## src/design/bpf_pkg.sv

```systemverilog
// Shared types, widths and helpers for the Bezier path flattener.
// No dependencies; every other design file imports this package.
package bpf_pkg;

  localparam int COORD_W  = 24;  // Q15.8 coordinate
  localparam int IDX_W    = 10;  // reported buffer index
  localparam int CAP_W    = 11;  // capacity register
  localparam int NPTS_W   = 7;   // clamped curve point count, up to 64
  localparam int Q16_W    = 17;  // curve parameter t, u in Q16 (0..65536)
  localparam int DIVD_W   = 23;  // (i+1) << 16 with i+1 up to 64
  localparam int DCNT_W   = 5;   // divider step counter
  localparam int UU_W     = 34;  // t*t, u*u, t*u
  localparam int WGT_W    = 49;  // Bernstein weight, at most 2^48
  localparam int MUL_A_W  = 35;
  localparam int MUL_B_W  = 25;
  localparam int PROD_W   = MUL_A_W + MUL_B_W;
  localparam int ACC_W    = 73;  // exact weighted sum plus rounding term
  localparam int WSPLIT   = 24;  // weight is multiplied in a low and a high part

  localparam logic [CAP_W-1:0] CAP_RESET = 11'd1024;

  typedef logic [COORD_W-1:0] coord_t;

  typedef enum logic [2:0] {
    OP_MOVE   = 3'd0,
    OP_LINE   = 3'd1,
    OP_RLINE  = 3'd2,
    OP_CUBIC  = 3'd3,
    OP_RCUBIC = 3'd4,
    OP_QUAD   = 3'd5,
    OP_RQUAD  = 3'd6,
    OP_NONE   = 3'd7
  } opcode_t;

  typedef enum logic [1:0] {
    ST_IDLE,
    ST_DIV,
    ST_BLEND,
    ST_EMIT
  } fl_state_t;

  typedef enum logic [2:0] {
    B_IDLE,
    B_WMUL,
    B_WWB,
    B_AMUL,
    B_AWB,
    B_RND
  } blend_state_t;

  typedef struct packed {
    logic                start;
    logic [DIVD_W-1:0]   dividend;
    logic [NPTS_W-1:0]   divisor;
  } div_req_t;

  typedef struct packed {
    logic                start;
    logic                cubic;
    logic [Q16_W-1:0]    t;
  } blend_req_t;

  // Signed add clipped to the 24-bit coordinate range.
  function automatic coord_t sat_add(input coord_t a, input coord_t b);
    logic signed [COORD_W:0] s;
    s = $signed({a[COORD_W-1], a}) + $signed({b[COORD_W-1], b});
    if (s[COORD_W] != s[COORD_W-1]) begin
      return s[COORD_W] ? {1'b1, {(COORD_W-1){1'b0}}} : {1'b0, {(COORD_W-1){1'b1}}};
    end
    return s[COORD_W-1:0];
  endfunction

  // Signed coordinate to offset-binary form (value plus 2^23), and back.
  function automatic coord_t to_ofs(input coord_t p);
    return {~p[COORD_W-1], p[COORD_W-2:0]};
  endfunction

endpackage

```

## src/design/bpf_div.sv

```systemverilog
// Restoring divider, one quotient bit per cycle, for the curve parameter t.
// Depends on bpf_pkg.
module bpf_div
  import bpf_pkg::*;
(
  input  logic             clk,
  input  logic             rst_n,
  input  div_req_t         req,
  output logic             done,
  output logic [Q16_W-1:0] quotient
);

  logic                busy_r;
  logic                done_r;
  logic [DCNT_W-1:0]   cnt_r;
  logic [NPTS_W-1:0]   rem_r;
  logic [DIVD_W-1:0]   quo_r;
  logic [NPTS_W-1:0]   dvs_r;

  logic [NPTS_W:0]     trial;
  logic                ge;
  logic [NPTS_W:0]     diff;
  logic                last_step;

  assign trial     = {rem_r, quo_r[DIVD_W-1]};
  assign ge        = trial >= {1'b0, dvs_r};
  assign diff      = trial - {1'b0, dvs_r};
  assign last_step = cnt_r == DCNT_W'(DIVD_W - 1);

  always_ff @(posedge clk) begin
    if (!rst_n) begin
      busy_r <= 1'b0;
      done_r <= 1'b0;
      cnt_r  <= '0;
    end else begin
      done_r <= busy_r && last_step;
      if (req.start) begin
        busy_r <= 1'b1;
        cnt_r  <= '0;
      end else if (busy_r) begin
        cnt_r <= cnt_r + 1'b1;
        if (last_step) begin
          busy_r <= 1'b0;
        end
      end
    end
  end

  // The dividend shifts out of the top of quo_r while quotient bits enter below.
  always_ff @(posedge clk) begin
    if (req.start) begin
      rem_r <= '0;
      quo_r <= req.dividend;
      dvs_r <= req.divisor;
    end else if (busy_r) begin
      rem_r <= ge ? diff[NPTS_W-1:0] : trial[NPTS_W-1:0];
      quo_r <= {quo_r[DIVD_W-2:0], ge};
    end
  end

  assign done     = done_r;
  assign quotient = quo_r[Q16_W-1:0];

endmodule

```

## src/design/bpf_blend.sv

```systemverilog
// Bernstein weights and the exact weighted sum of the control points, on one
// shared 35x25 multiplier with an accumulator. Depends on bpf_pkg.
module bpf_blend
  import bpf_pkg::*;
(
  input  logic                  clk,
  input  logic                  rst_n,
  input  blend_req_t            req,
  input  logic [3:0][COORD_W-1:0] qx,
  input  logic [3:0][COORD_W-1:0] qy,
  output logic                  done,
  output coord_t                res_x,
  output coord_t                res_y
);

  blend_state_t         state_r, state_nxt;
  logic [Q16_W-1:0]     t_r, u_r;
  logic                 cubic_r;
  logic [UU_W-1:0]      uu_r, tt_r;
  logic [WGT_W-1:0]     w_r [4];
  logic [PROD_W-1:0]    prod_r;
  logic [ACC_W-1:0]     acc_r;
  logic [2:0]           wstep_r;
  logic [1:0]           term_r;
  logic                 half_r;
  logic                 coord_r;
  logic                 done_r;
  coord_t               rx_r, ry_r;

  logic [MUL_A_W-1:0]   mul_a;
  logic [MUL_B_W-1:0]   mul_b;
  logic [PROD_W-1:0]    mul_p;
  logic [2:0]           wlast;
  logic [1:0]           tlast;
  logic [WGT_W-1:0]     wsel;
  logic [WGT_W-1:0]     pw, pw_dbl, pw_tri;
  logic [ACC_W-1:0]     addend, rnd;
  coord_t               rnd_v;

  assign wlast  = cubic_r ? 3'd5 : 3'd2;
  assign tlast  = cubic_r ? 2'd3 : 2'd2;
  assign wsel   = w_r[term_r];
  assign mul_p  = PROD_W'(mul_a) * PROD_W'(mul_b);
  assign pw     = prod_r[WGT_W-1:0];
  assign pw_dbl = {pw[WGT_W-2:0], 1'b0};
  assign pw_tri = pw + pw_dbl;
  assign addend = half_r ? (ACC_W'(prod_r) << WSPLIT) : ACC_W'(prod_r);
  assign rnd    = acc_r + (cubic_r ? (ACC_W'(1) << 47) : (ACC_W'(1) << 31));
  assign rnd_v  = cubic_r ? rnd[48 +: COORD_W] : rnd[32 +: COORD_W];

  // Operand selection for the shared multiplier.
  always_comb begin
    mul_a = '0;
    mul_b = '0;
    if (state_r == B_AMUL) begin
      mul_a = half_r ? MUL_A_W'(wsel[WGT_W-1:WSPLIT]) : MUL_A_W'(wsel[WSPLIT-1:0]);
      mul_b = MUL_B_W'(coord_r ? qy[term_r] : qx[term_r]);
    end else begin
      unique case (wstep_r)
        3'd0: begin mul_a = MUL_A_W'(u_r); mul_b = MUL_B_W'(u_r); end
        3'd1: begin mul_a = MUL_A_W'(t_r); mul_b = MUL_B_W'(t_r); end
        3'd2: begin
          mul_a = cubic_r ? MUL_A_W'(uu_r) : MUL_A_W'(t_r);
          mul_b = MUL_B_W'(u_r);
        end
        3'd3: begin mul_a = MUL_A_W'(uu_r); mul_b = MUL_B_W'(t_r); end
        3'd4: begin mul_a = MUL_A_W'(tt_r); mul_b = MUL_B_W'(u_r); end
        default: begin mul_a = MUL_A_W'(tt_r); mul_b = MUL_B_W'(t_r); end
      endcase
    end
  end

  always_comb begin
    state_nxt = state_r;
    unique case (state_r)
      B_IDLE: if (req.start) state_nxt = B_WMUL;
      B_WMUL: state_nxt = B_WWB;
      B_WWB:  state_nxt = (wstep_r == wlast) ? B_AMUL : B_WMUL;
      B_AMUL: state_nxt = B_AWB;
      B_AWB:  state_nxt = (half_r && term_r == tlast) ? B_RND : B_AMUL;
      B_RND:  state_nxt = coord_r ? B_IDLE : B_AMUL;
      default: state_nxt = B_IDLE;
    endcase
  end

  always_ff @(posedge clk) begin
    if (!rst_n) begin
      state_r <= B_IDLE;
      done_r  <= 1'b0;
    end else begin
      state_r <= state_nxt;
      done_r  <= (state_r == B_RND) && coord_r;
    end
  end

  always_ff @(posedge clk) begin
    unique case (state_r)
      B_IDLE: begin
        if (req.start) begin
          t_r     <= req.t;
          u_r     <= Q16_W'(17'h10000 - req.t);
          cubic_r <= req.cubic;
          wstep_r <= '0;
        end
      end
      B_WMUL, B_AMUL: prod_r <= mul_p;
      B_WWB: begin
        unique case (wstep_r)
          3'd0: begin
            uu_r <= prod_r[UU_W-1:0];
            if (!cubic_r) w_r[0] <= pw;
          end
          3'd1: begin
            tt_r <= prod_r[UU_W-1:0];
            if (!cubic_r) w_r[2] <= pw;
          end
          3'd2: begin
            if (cubic_r) w_r[0] <= pw;
            else w_r[1] <= pw_dbl;
          end
          3'd3: w_r[1] <= pw_tri;
          3'd4: w_r[2] <= pw_tri;
          default: w_r[3] <= pw;
        endcase
        if (wstep_r == wlast) begin
          term_r  <= '0;
          half_r  <= 1'b0;
          coord_r <= 1'b0;
          acc_r   <= '0;
        end else begin
          wstep_r <= wstep_r + 1'b1;
        end
      end
      B_AWB: begin
        acc_r  <= acc_r + addend;
        half_r <= ~half_r;
        if (half_r) term_r <= term_r + 1'b1;
      end
      B_RND: begin
        if (coord_r) ry_r <= to_ofs(rnd_v);
        else rx_r <= to_ofs(rnd_v);
        acc_r   <= '0;
        coord_r <= 1'b1;
        term_r  <= '0;
        half_r  <= 1'b0;
      end
      default: ;
    endcase
  end

  assign done  = done_r;
  assign res_x = rx_r;
  assign res_y = ry_r;

endmodule

```

## src/design/bezier_path_flattener_top.sv

```systemverilog
// Top level of the Bezier path flattener: command decode, vertex bookkeeping,
// output register. Depends on bpf_pkg, bpf_div and bpf_blend.
//
//   Channel  Direction  Handshake           Payload
//   in_      input      in_valid/in_ready   opcode, three points, curve_points
//   out_     output     out_valid/out_ready vertex_x/y, vertex_index, status, last
//   cfg_     input      cfg_wr_en           vertex_capacity
//
// A move, a line or a rejected command is taken when the output register is free.
// A curve of n points is sampled point by point: the bit-serial divider computes
// t, then the weight and blend steps run on the shared multiplier, then the point is
// emitted once the output register is free. No request is taken while a curve is in
// progress. Reset is synchronous.
module bezier_path_flattener_top
  import bpf_pkg::*;
#(
  parameter int MAX_VERTICES     = 1024,
  parameter int MAX_CURVE_POINTS = 32
) (
  input  logic                       clk,
  input  logic                       rst_n,
  input  logic                       in_valid,
  output logic                       in_ready,
  input  logic [2:0]                 in_opcode,
  input  logic signed [COORD_W-1:0]  in_pt1_x,
  input  logic signed [COORD_W-1:0]  in_pt1_y,
  input  logic signed [COORD_W-1:0]  in_pt2_x,
  input  logic signed [COORD_W-1:0]  in_pt2_y,
  input  logic signed [COORD_W-1:0]  in_pt3_x,
  input  logic signed [COORD_W-1:0]  in_pt3_y,
  input  logic [5:0]                 in_curve_points,
  output logic                       out_valid,
  input  logic                       out_ready,
  output logic signed [COORD_W-1:0]  out_vertex_x,
  output logic signed [COORD_W-1:0]  out_vertex_y,
  output logic [IDX_W-1:0]           out_vertex_index,
  output logic                       out_status,
  output logic                       out_last,
  input  logic                       cfg_wr_en,
  input  logic [CAP_W-1:0]           cfg_wr_data
);

  localparam int CNT_W = $clog2(MAX_VERTICES + 1);
  localparam int SUM_W = ((CNT_W > CAP_W) ? CNT_W : CAP_W) + 1;

  fl_state_t               state_r, state_nxt;
  logic [CAP_W-1:0]        cap_r;
  logic [CNT_W-1:0]        count_r;
  coord_t                  cur_x_r, cur_y_r;
  logic [3:0][COORD_W-1:0] qx_r, qy_r;
  logic [NPTS_W-1:0]       n_r, k_r;
  logic                    cubic_r;
  logic                    out_valid_r;
  coord_t                  out_x_r, out_y_r;
  logic [IDX_W-1:0]        out_idx_r;
  logic                    out_st_r, out_last_r;

  opcode_t                 op;
  logic                    rel;
  coord_t                  a1x, a1y, a2x, a2y, a3x, a3y;
  logic [SUM_W-1:0]        cap_ext, cap_eff, cnt_ext;
  logic [NPTS_W-1:0]       n_raw, n_eff;
  logic                    line_full, curve_full;
  logic                    out_free, accept;
  logic                    is_line, is_curve;
  logic                    line_go, curve_go, emit_go, last_sample;
  logic                    out_load;
  coord_t                  ox_nxt, oy_nxt;
  logic [IDX_W-1:0]        oidx_nxt;
  logic                    ost_nxt;

  div_req_t                div_req;
  logic                    div_done;
  logic [Q16_W-1:0]        div_q;
  blend_req_t              blend_req;
  logic                    blend_done;
  coord_t                  res_x, res_y;

  assign op       = opcode_t'(in_opcode);
  assign rel      = (op == OP_RLINE) || (op == OP_RCUBIC) || (op == OP_RQUAD);
  assign a1x      = rel ? sat_add(cur_x_r, in_pt1_x) : in_pt1_x;
  assign a1y      = rel ? sat_add(cur_y_r, in_pt1_y) : in_pt1_y;
  assign a2x      = rel ? sat_add(cur_x_r, in_pt2_x) : in_pt2_x;
  assign a2y      = rel ? sat_add(cur_y_r, in_pt2_y) : in_pt2_y;
  assign a3x      = rel ? sat_add(cur_x_r, in_pt3_x) : in_pt3_x;
  assign a3y      = rel ? sat_add(cur_y_r, in_pt3_y) : in_pt3_y;

  assign cap_ext  = SUM_W'(cap_r);
  assign cnt_ext  = SUM_W'(count_r);
  assign n_raw    = NPTS_W'(in_curve_points);

  always_comb begin
    if (cap_ext == '0) cap_eff = SUM_W'(1);
    else if (cap_ext > SUM_W'(MAX_VERTICES)) cap_eff = SUM_W'(MAX_VERTICES);
    else cap_eff = cap_ext;
    if (n_raw == '0) n_eff = NPTS_W'(1);
    else if (n_raw > NPTS_W'(MAX_CURVE_POINTS)) n_eff = NPTS_W'(MAX_CURVE_POINTS);
    else n_eff = n_raw;
  end

  assign line_full   = cnt_ext >= cap_eff;
  assign curve_full  = (cnt_ext + SUM_W'(n_eff)) > cap_eff;
  assign out_free    = !out_valid_r || out_ready;
  assign in_ready    = (state_r == ST_IDLE) && out_free;
  assign accept      = in_valid && in_ready;
  assign is_line     = (op == OP_LINE) || (op == OP_RLINE);
  assign is_curve    = (op == OP_CUBIC) || (op == OP_RCUBIC) ||
                       (op == OP_QUAD) || (op == OP_RQUAD);
  assign line_go     = accept && is_line && !line_full;
  assign curve_go    = accept && is_curve && !curve_full;
  assign last_sample = k_r == n_r;
  assign emit_go     = (state_r == ST_EMIT) && out_free;

  always_comb begin
    state_nxt = state_r;
    unique case (state_r)
      ST_IDLE:  if (curve_go) state_nxt = ST_DIV;
      ST_DIV:   if (div_done) state_nxt = ST_BLEND;
      ST_BLEND: if (blend_done) state_nxt = ST_EMIT;
      ST_EMIT:  if (emit_go) state_nxt = last_sample ? ST_IDLE : ST_DIV;
      default:  state_nxt = ST_IDLE;
    endcase
  end

  // Control outputs of the sequencer and the next output payload.
  always_comb begin
    div_req.start     = curve_go || (emit_go && !last_sample);
    div_req.dividend  = curve_go ? {NPTS_W'(1), 16'b0} : {k_r + 1'b1, 16'b0};
    div_req.divisor   = curve_go ? n_eff : n_r;
    blend_req.start   = (state_r == ST_DIV) && div_done;
    blend_req.cubic   = cubic_r;
    blend_req.t       = div_q;

    out_load = 1'b0;
    ox_nxt   = '0;
    oy_nxt   = '0;
    oidx_nxt = '0;
    ost_nxt  = 1'b0;
    if (emit_go) begin
      out_load = 1'b1;
      ox_nxt   = res_x;
      oy_nxt   = res_y;
      oidx_nxt = IDX_W'(count_r);
    end else if (accept) begin
      if (op == OP_MOVE) begin
        out_load = 1'b1;
        ox_nxt   = in_pt1_x;
        oy_nxt   = in_pt1_y;
      end else if (is_line && !line_full) begin
        out_load = 1'b1;
        ox_nxt   = a1x;
        oy_nxt   = a1y;
        oidx_nxt = IDX_W'(count_r);
      end else if ((is_line && line_full) || (is_curve && curve_full)) begin
        out_load = 1'b1;
        ost_nxt  = 1'b1;
      end
    end
  end

  always_ff @(posedge clk) begin
    if (!rst_n) begin
      state_r     <= ST_IDLE;
      cap_r       <= CAP_RESET;
      count_r     <= CNT_W'(1);
      cur_x_r     <= '0;
      cur_y_r     <= '0;
      out_valid_r <= 1'b0;
    end else begin
      state_r <= state_nxt;
      if (cfg_wr_en) cap_r <= cfg_wr_data;
      if (accept && op == OP_MOVE) begin
        count_r <= CNT_W'(1);
        cur_x_r <= in_pt1_x;
        cur_y_r <= in_pt1_y;
      end else if (line_go) begin
        count_r <= count_r + 1'b1;
        cur_x_r <= a1x;
        cur_y_r <= a1y;
      end else if (emit_go) begin
        count_r <= count_r + 1'b1;
        if (last_sample) begin
          cur_x_r <= res_x;
          cur_y_r <= res_y;
        end
      end
      if (out_load) out_valid_r <= 1'b1;
      else if (out_ready) out_valid_r <= 1'b0;
    end
  end

  always_ff @(posedge clk) begin
    if (out_load) begin
      out_x_r    <= ox_nxt;
      out_y_r    <= oy_nxt;
      out_idx_r  <= oidx_nxt;
      out_st_r   <= ost_nxt;
      out_last_r <= !emit_go || last_sample;
    end
    if (curve_go) begin
      qx_r    <= {to_ofs(a3x), to_ofs(a2x), to_ofs(a1x), to_ofs(cur_x_r)};
      qy_r    <= {to_ofs(a3y), to_ofs(a2y), to_ofs(a1y), to_ofs(cur_y_r)};
      n_r     <= n_eff;
      k_r     <= NPTS_W'(1);
      cubic_r <= (op == OP_CUBIC) || (op == OP_RCUBIC);
    end else if (emit_go && !last_sample) begin
      k_r <= k_r + 1'b1;
    end
  end

  bpf_div u_div (
    .clk      (clk),
    .rst_n    (rst_n),
    .req      (div_req),
    .done     (div_done),
    .quotient (div_q)
  );

  bpf_blend u_blend (
    .clk   (clk),
    .rst_n (rst_n),
    .req   (blend_req),
    .qx    (qx_r),
    .qy    (qy_r),
    .done  (blend_done),
    .res_x (res_x),
    .res_y (res_y)
  );

  assign out_valid        = out_valid_r;
  assign out_vertex_x     = out_x_r;
  assign out_vertex_y     = out_y_r;
  assign out_vertex_index = out_idx_r;
  assign out_status       = out_st_r;
  assign out_last         = out_last_r;

  a_count_nonzero: assert property (@(posedge clk) disable iff (!rst_n)
    count_r != '0)
    else $error("vertex count reached zero");

  a_div_in_state: assert property (@(posedge clk) disable iff (!rst_n)
    div_done |-> state_r == ST_DIV)
    else $error("divider finished outside the divide phase");

  a_blend_in_state: assert property (@(posedge clk) disable iff (!rst_n)
    blend_done |-> state_r == ST_BLEND)
    else $error("blend finished outside the blend phase");

  a_emit_counts: assert property (@(posedge clk) disable iff (!rst_n)
    (emit_go && !last_sample) |=> state_r == ST_DIV && k_r != '0)
    else $error("curve sampling did not continue after an emitted point");

endmodule
```

## config.mk

```make
export PLATFORM = sky130hd
export DESIGN_NAME = bezier_path_flattener_top
export DESIGN_NICKNAME = d
export VERILOG_FILES = /design/src/design/bpf_pkg.sv /design/src/design/bpf_div.sv /design/src/design/bpf_blend.sv /design/src/design/bezier_path_flattener_top.sv
export SDC_FILE = /design/constraint.sdc
export NUM_CORES = 2
export LEC_CHECK = 0
export ABC_AREA = 1
export BUFFER_PORTS_ARGS = -buffer_cell sky130_fd_sc_hd__buf_2
export CAP_MARGIN = 20
export CELL_PAD_IN_SITES_DETAIL_PLACEMENT = 1
export CELL_PAD_IN_SITES_GLOBAL_PLACEMENT = 2
export CORE_AREA = 2 2 519 392
export CTS_CLUSTER_DIAMETER = 200
export DETAILED_ROUTE_END_ITERATION = 12
export DIE_AREA = 0 0 521 394
export GPL_ROUTABILITY_DRIVEN = 0
export HOLD_SLACK_MARGIN = 0.1
export PLACE_DENSITY = 0.95
export RECOVER_POWER = 50
export SYNTH_ARGS = -nofsm -noshare
export SYNTH_HDL_FRONTEND = slang
export SYNTH_SLANG_ARGS = --single-unit
```

## constraint.sdc

```tcl
create_clock -name clk -period 24.5 [get_ports clk]
set_input_delay 4.9 -clock clk [delete_from_list [all_inputs] [get_ports clk]]
set_output_delay 4.9 -clock clk [all_outputs]
set_load 0.005 [all_outputs]
```

# Word-level counts from Yosys, hierarchy flattened
# Memory sizes are Yosys's and may differ from the RTL's. A register that Yosys moved wholly into a read port is not among the register bits.
# Index checks and enable logic that the tools add are counted.
[totals]
reg_bits = 679
mem_bits_rw = 196
input_bits = 169
output_inout_bits = 62
word_cells = 330
mem_count = 1
[op_classes]
add_sub_neg = 17
multipliers = 1
n_lt_le_gt_ge = 6
eq_ne = 36
muxes = 145
bitwise = 16
n_reduce_logical = 65
[mem_list]
columns = ["name", "depth", "word_bits", "rd", "rd_ports_with_merged_regs", "write_ports", "line_no", "text"]
rows = [
  ["u_blend.w_r", 4, 49, 1, 1, 1, "bpf_blend.sv:20", "logic [WGT_W-1:0] w_r [4];"],
]
[op_table]
columns = ["operator", "count"]
rows = [
  ["24-bit 2-to-1 mux", 44],
  ["49-bit 2-to-1 mux", 6],
  ["73-bit case mux with 3 select lines", 1],
  ["24-bit by 24-bit adder with 25-bit output", 6],
  ["49-bit OR reduction", 3],
  ["73-bit 2-to-1 mux", 2],
  ["35-bit case mux with 4 select lines", 1],
  ["24-bit binary-select mux with 2-bit select", 2],
  ["73-bit adder", 1],
  ["72-bit adder", 1],
  ["23-bit 2-to-1 mux", 3],
  ["35-bit by 25-bit multiplier with 60-bit output", 1],
  ["25-bit 2-to-1 mux", 2],
  ["49-bit adder", 1],
  ["48-bit 2-to-1 mux", 1],
  ["1-bit 2-to-1 mux", 45],
  ["11-bit 2-to-1 mux", 4],
  ["10-bit 2-to-1 mux", 4],
  ["35-bit 2-to-1 mux", 1],
  ["34-bit 2-to-1 mux", 1],
  ["2-bit 2-to-1 mux", 12],
  ["3-bit by 2-bit equality test with 1-bit output, second input constant", 6],
  ["3-bit equality test, second input constant", 6],
  ["3-bit case mux with 6 select lines", 1],
  ["51 further kinds", 131],
]

# Logic depth before layout (Yosys ltp)
[depth]
depth_word = 13
ltp_mapped = 42
mapped_depth_nobuf = 41

# By module
# Synthesis repeated with hierarchy kept, for this count alone.
[hier_totals]
hier_cells = 11336
hier_area_um2 = 87526.4
[modules_own_cells]
columns = ["module", "instances", "cells_per_inst", "area_per_inst_um2", "seq_area_each_um2"]
rows = [
  ["bpf_blend", 1, 7780, 60386.7, 14684.1],
  ["bezier_path_flattener_top", 1, 3282, 24781.3, 9339.0],
  ["bpf_div", 1, 274, 2358.5, 1181.1],
]

# Worst setup path before layout
# OpenSTA, ideal clock, no wires.
[synth_path]
path_kind = "in2reg"
start = "in in_curve_points[2]"
end = "reg cubic_r, enable pin"
setup_time_ns = 1.741
arrival_ns = 11.023
slack_ns = 11.736
path_stages = 25
path_cell_list = "nor3_1 -> nand3_1 -> nand2_1 -> inv_1 -> nor2_1 -> ha_1 -> a21oi_1 -> nand2_1 -> a21oi_1 -> o21ai_0 -> nand2_1 -> a21oi_1 -> nand2_1 -> xor2_1 -> inv_1 -> ha_1 -> nand2_1 -> inv_1 -> nand4_1 -> inv_1 -> nand3_1 -> nand2_1 -> nand2_1 -> nand2_1 -> clkinv_1"
[synth_between]
elab_chain_cells = 7
elab_cells_between_ends = 8
classes_between = "1 x add/sub; 2 x order compare; 2 x mux; 3 x reduce/logical"
[synth_rtl]
columns = ["item", "line_no", "text"]
rows = [
  ["start, declared", "bezier_path_flattener_top.sv:31", "input logic [5:0] in_curve_points,"],
  ["6-bit greater-than comparator", "bezier_path_flattener_top.sv:97", "else if (n_raw > NPTS_W'(MAX_CURVE_POINTS)) n_eff = NPTS_W'(MAX_CURVE_POINTS);"],
  ["6-bit 2-to-1 mux", "bezier_path_flattener_top.sv:97", ""],
  ["6-bit 2-to-1 mux *", "bezier_path_flattener_top.sv:96", "if (n_raw == '0) n_eff = NPTS_W'(1);"],
  ["11-bit by 7-bit adder with 12-bit output *", "bezier_path_flattener_top.sv:102", "assign curve_full = (cnt_ext + SUM_W'(n_eff)) > cap_eff;"],
  ["12-bit greater-than comparator *", "bezier_path_flattener_top.sv:102", ""],
  ["1-bit zero test *", "bezier_path_flattener_top.sv:110", "assign curve_go = accept && is_curve && !curve_full;"],
  ["1-bit logical AND *", "bezier_path_flattener_top.sv:110", ""],
  ["via curve_go", "bezier_path_flattener_top.sv:66", "logic line_go, curve_go, emit_go, last_sample;"],
  ["end signal, assigned", "bezier_path_flattener_top.sv:205", "cubic_r <= (op == OP_CUBIC) || (op == OP_RCUBIC);"],
  ["end, declared", "bezier_path_flattener_top.sv:52", "logic cubic_r;"],
]
# Mark *: on every way through the listed nets, which the timed path passes. The rest lies on a longest branch.
# A chain may end at the register's enable or synchronous reset.

# Worst setup path in the final report
[layout_path]
start = "reg u_blend.coord_r"
end = "reg u_blend.prod_r[41], data pin"
[layout_between]
elab_chain_cells = 3
[layout_rtl]
columns = ["item", "line_no", "text"]
rows = [
  ["start, declared", "bpf_blend.sv:26", "logic coord_r;"],
  ["start signal, assigned", "bpf_blend.sv:128", "coord_r <= 1'b0;"],
  ["start signal, assigned", "bpf_blend.sv:143", "coord_r <= 1'b1;"],
  ["24-bit 2-to-1 mux", "bpf_blend.sv:57", "mul_b = MUL_B_W'(coord_r ? qy[term_r] : qx[term_r]);"],
  ["25-bit 2-to-1 mux", "bpf_blend.sv:55", "if (state_r == B_AMUL) begin"],
  ["35-bit by 25-bit multiplier with 60-bit output", "bpf_blend.sv:43", "assign mul_p = PROD_W'(mul_a) * PROD_W'(mul_b);"],
  ["via u_blend.mul_p[41]", "bpf_blend.sv:32", "logic [PROD_W-1:0] mul_p;"],
  ["end signal, assigned", "bpf_blend.sv:106", "B_WMUL, B_AMUL: prod_r <= mul_p;"],
  ["end, declared", "bpf_blend.sv:21", "logic [PROD_W-1:0] prod_r;"],
]
# The timed path passes the listed nets, and every way through them passes these cells.

==> results.cfg <==
[power]
peakVddDrop_v = 0.0000685
p_leak_uw = 0.0433
power.density_nw_per_um2 = 51.4

[synthesis]
synth-seq-cells = 875
synth_top_area_frac = 0.269
yosysWarnings = 0
synth.distinct_cells = 74
synth-edff-count = 768
synthArstFlopShare = 0
ys_seq_area_frac = 0.294
synth-compound-area-share = 0.130
syn_area_per_cell_sq_um = 7.96
synth_top_family_by_area = adder cells
synth-simple-area-share = 0.203
synthAdderAreaFrac = 0.245
synthFlopType = edfxtp_1
synth_cells = 10780
synth_area_leader_cell = edfxtp_1
synth.top_cells.by_area = edfxtp_1 (27%), fa_1 (17%), nand2_1 (10%), inv_1 (7.9%), ha_1 (7.9%)
synthMuxAreaShare = 0
synth_area_sq_um = 85800
yosys.area_share.xor_xnor = 0.0265

[cts]
cts_root_buf = clkbuf_16
h-tree-depth = 3
cts.sinks = 875
ctsHoldBuffers = 0
postCtsSetupBuffers = 0
numCtsBuffers = 92
cts_resized = 0
clk_pin_slew_ns = 0.07
cts_tree = done
cts_buffer_depth = 3
clock_latency_ns = 0.76

[setup_path]
crit_path_start_kind = flip-flop
crit_fanout = 32
end_kind = flip-flop
required_ns = 24.95
cpPeakStageDelay_ns = 1.58
path_class = reg -> reg
critPathSlowestCell = clkbuf_1
crit_top_cell = fa_1
cp.arrival_ns = 12.15
r2r_cells = 31

[sta]
period_minus_slack_ns = 11.70
maxSlewViolCount = 845
skew_ns = 0.0842
tightest_slew_ns = 3.95
setup_viol = 0
slew_headroom = -1.64
rsz0062_at_grt = no
fmax_mhz = 85.5
worst_slack_ns = 12.80
post-route-period-util = 0.477
setup_total_negative_slack_ns = 0
hold_viol = 0

[floorplanning]
coreArea_sq_um = 201000
ios = 231
start_util = 0.427
die-area_sq_um = 205000
row_count = 143
die_x_um = 521
die_y_um = 394

[route]
first_pass_iters = 8
drc = 0
num_vias = 80255
routedWlPerCell_um = 25.9
vias_per_cell = 5.86
drt_iter0_drc = 10311
wl_um = 355000
ant_nets = 0

[grt]
track_usage = 0.340
grt_pass1_vias = 82247
antenna_found_initial = 36
grt_max_degree = 140
grt-ovfl-total = 0
grt_first_pass_wirelength_um = 527000

[layout]
finalInstanceArea_sq_um = 92700
final_cells = 13703
nets = 12357
final_core_util = 0.461
drive_gt1_frac = 0.0650
syn2layout_area_growth_pct = 8.11

[outcome]
violations = max-capacitance violations, max-slew violations
status = finished, violations left

[place]
postPlaceCellArea_sq_um = 89800
dp_cells = 13520
dp_hpwl_um = 283000
io_buffers = 230
pre_cts_ws_ns = 13.89

[hold_path]
worstHoldPathCells = 2
hp-class = reg -> reg

[job]
drv_cap = 21
-- cells in the mapped netlist, types with 55 or more instances --
cell and n:
clkbuf_1 125, nand4_1 77, nand2_2 67, nand2_1 2319, xnor2_1 87, nor2_1 1176, inv_2 59, o21ai_1 55
inv_1 1801, dfxtp_1 107, ha_1 539, fa_1 713, nor3_1 89, a31oi_1 59, o21a_1 62, o21ai_0 556
a21oi_1 769, buf_2 173, nand3_1 371, xor2_1 172, edfxtp_1 768
-- report_power, final --
part / switching [uW] / total, uW / internal [uW]
Clock: 686 / 1470 / 788
Sequential: 107 / 1870 / 1760
Combinational: 954 / 1420 / 466
-- layout by cell type, fill, tap and decap left out, types with 105 or more instances in the layout --
cell type	instances
a21oi_1	767
buf_2	231
dfxtp_1	105
edfxtp_1	768
fa_1	713
ha_1	539
inv_1	1805
nand2_1	2316
nand3_1	372
nor2_1	1176
o21ai_0	565
xor2_1	172
-- kinds of logic after synthesis --
group           count (synthesis)
flops                         875
xor+xnor                      259
fa+ha+maj                    1252
other cells                     2
buf+inv                      2218
compound gates               1925
simple gates                 4249
-- final timing paths --
| path | slack, ns | from | end |
|---|---|---|---|
| max reg2reg | 12.80 | u_blend.coord_r | u_blend.prod_r[41] |
| min reg2reg | 0.49 | k_r[4] | k_r[4] |
| min | 0.49 | k_r[4] | k_r[4] |
| max | 12.80 | u_blend.coord_r | u_blend.prod_r[41] |
-- per-stage QoR --
step | total power, uW | hold slack [ns]
2_1_floorplan | 2790 | 0.400
3_3_place_gp | 3130 | 0.462
3_5_place_dp | 3190 | 0.467
4_1_cts | 4640 | 0.497
5_1_grt | 4970 | 0.517
6_report | 4770 | 0.494
-- sequential cells by signal, summed over array words and instances, names as in the netlist, 10 cells and up, named ones only --
register	flops
out_vertex_y	24
u_blend.res_x	24
u_blend.prod_r	60
cur_x_r	24
u_blend.t_r	16
qx_r	96
cap_r	11
u_blend.uu_r	34
out_vertex_index	10
u_blend.acc_r	72
u_blend.w_r	196
u_blend.res_y	24
u_blend.u_r	17
u_div.quo_r	23
qy_r	96
out_vertex_x	24
count_r	11
u_blend.tt_r	34
cur_y_r	24
-- routing by layer --
layer / track usage / wire, um
met4: 0.106 / 12600
met5: 0 / 109
met1: 0.497 / 150000
met3: 0.0840 / 44300
met2: 0.493 / 148000
-- worst max-delay path, delay by kind of cell, from the launching register on --
kind,cells,cell delay [ns]
adders and majority gates,8,4.00
AOI/OAI and AO/OA,7,2.12
and+or+nand+nor,8,0.95
DFF,1,0.36
buffers and inverters,8,3.91
-- area by class of cell --
| type | instances | area (sq um) |
|---|---|---|
| inverter | 1876 | 7050 |
| sequential | 875 | 25200 |
| multi-input combinational | 7749 | 52100 |
| fill | 24695 | 108000 |
| clock inverter | 55 | 567 |
| clock buffer | 117 | 2480 |
| timing repair buffer | 342 | 1890 |
| antenna | 7 | 17.5 |
| tap | 2682 | 3360 |
Power figures use the tool's default switching activity.
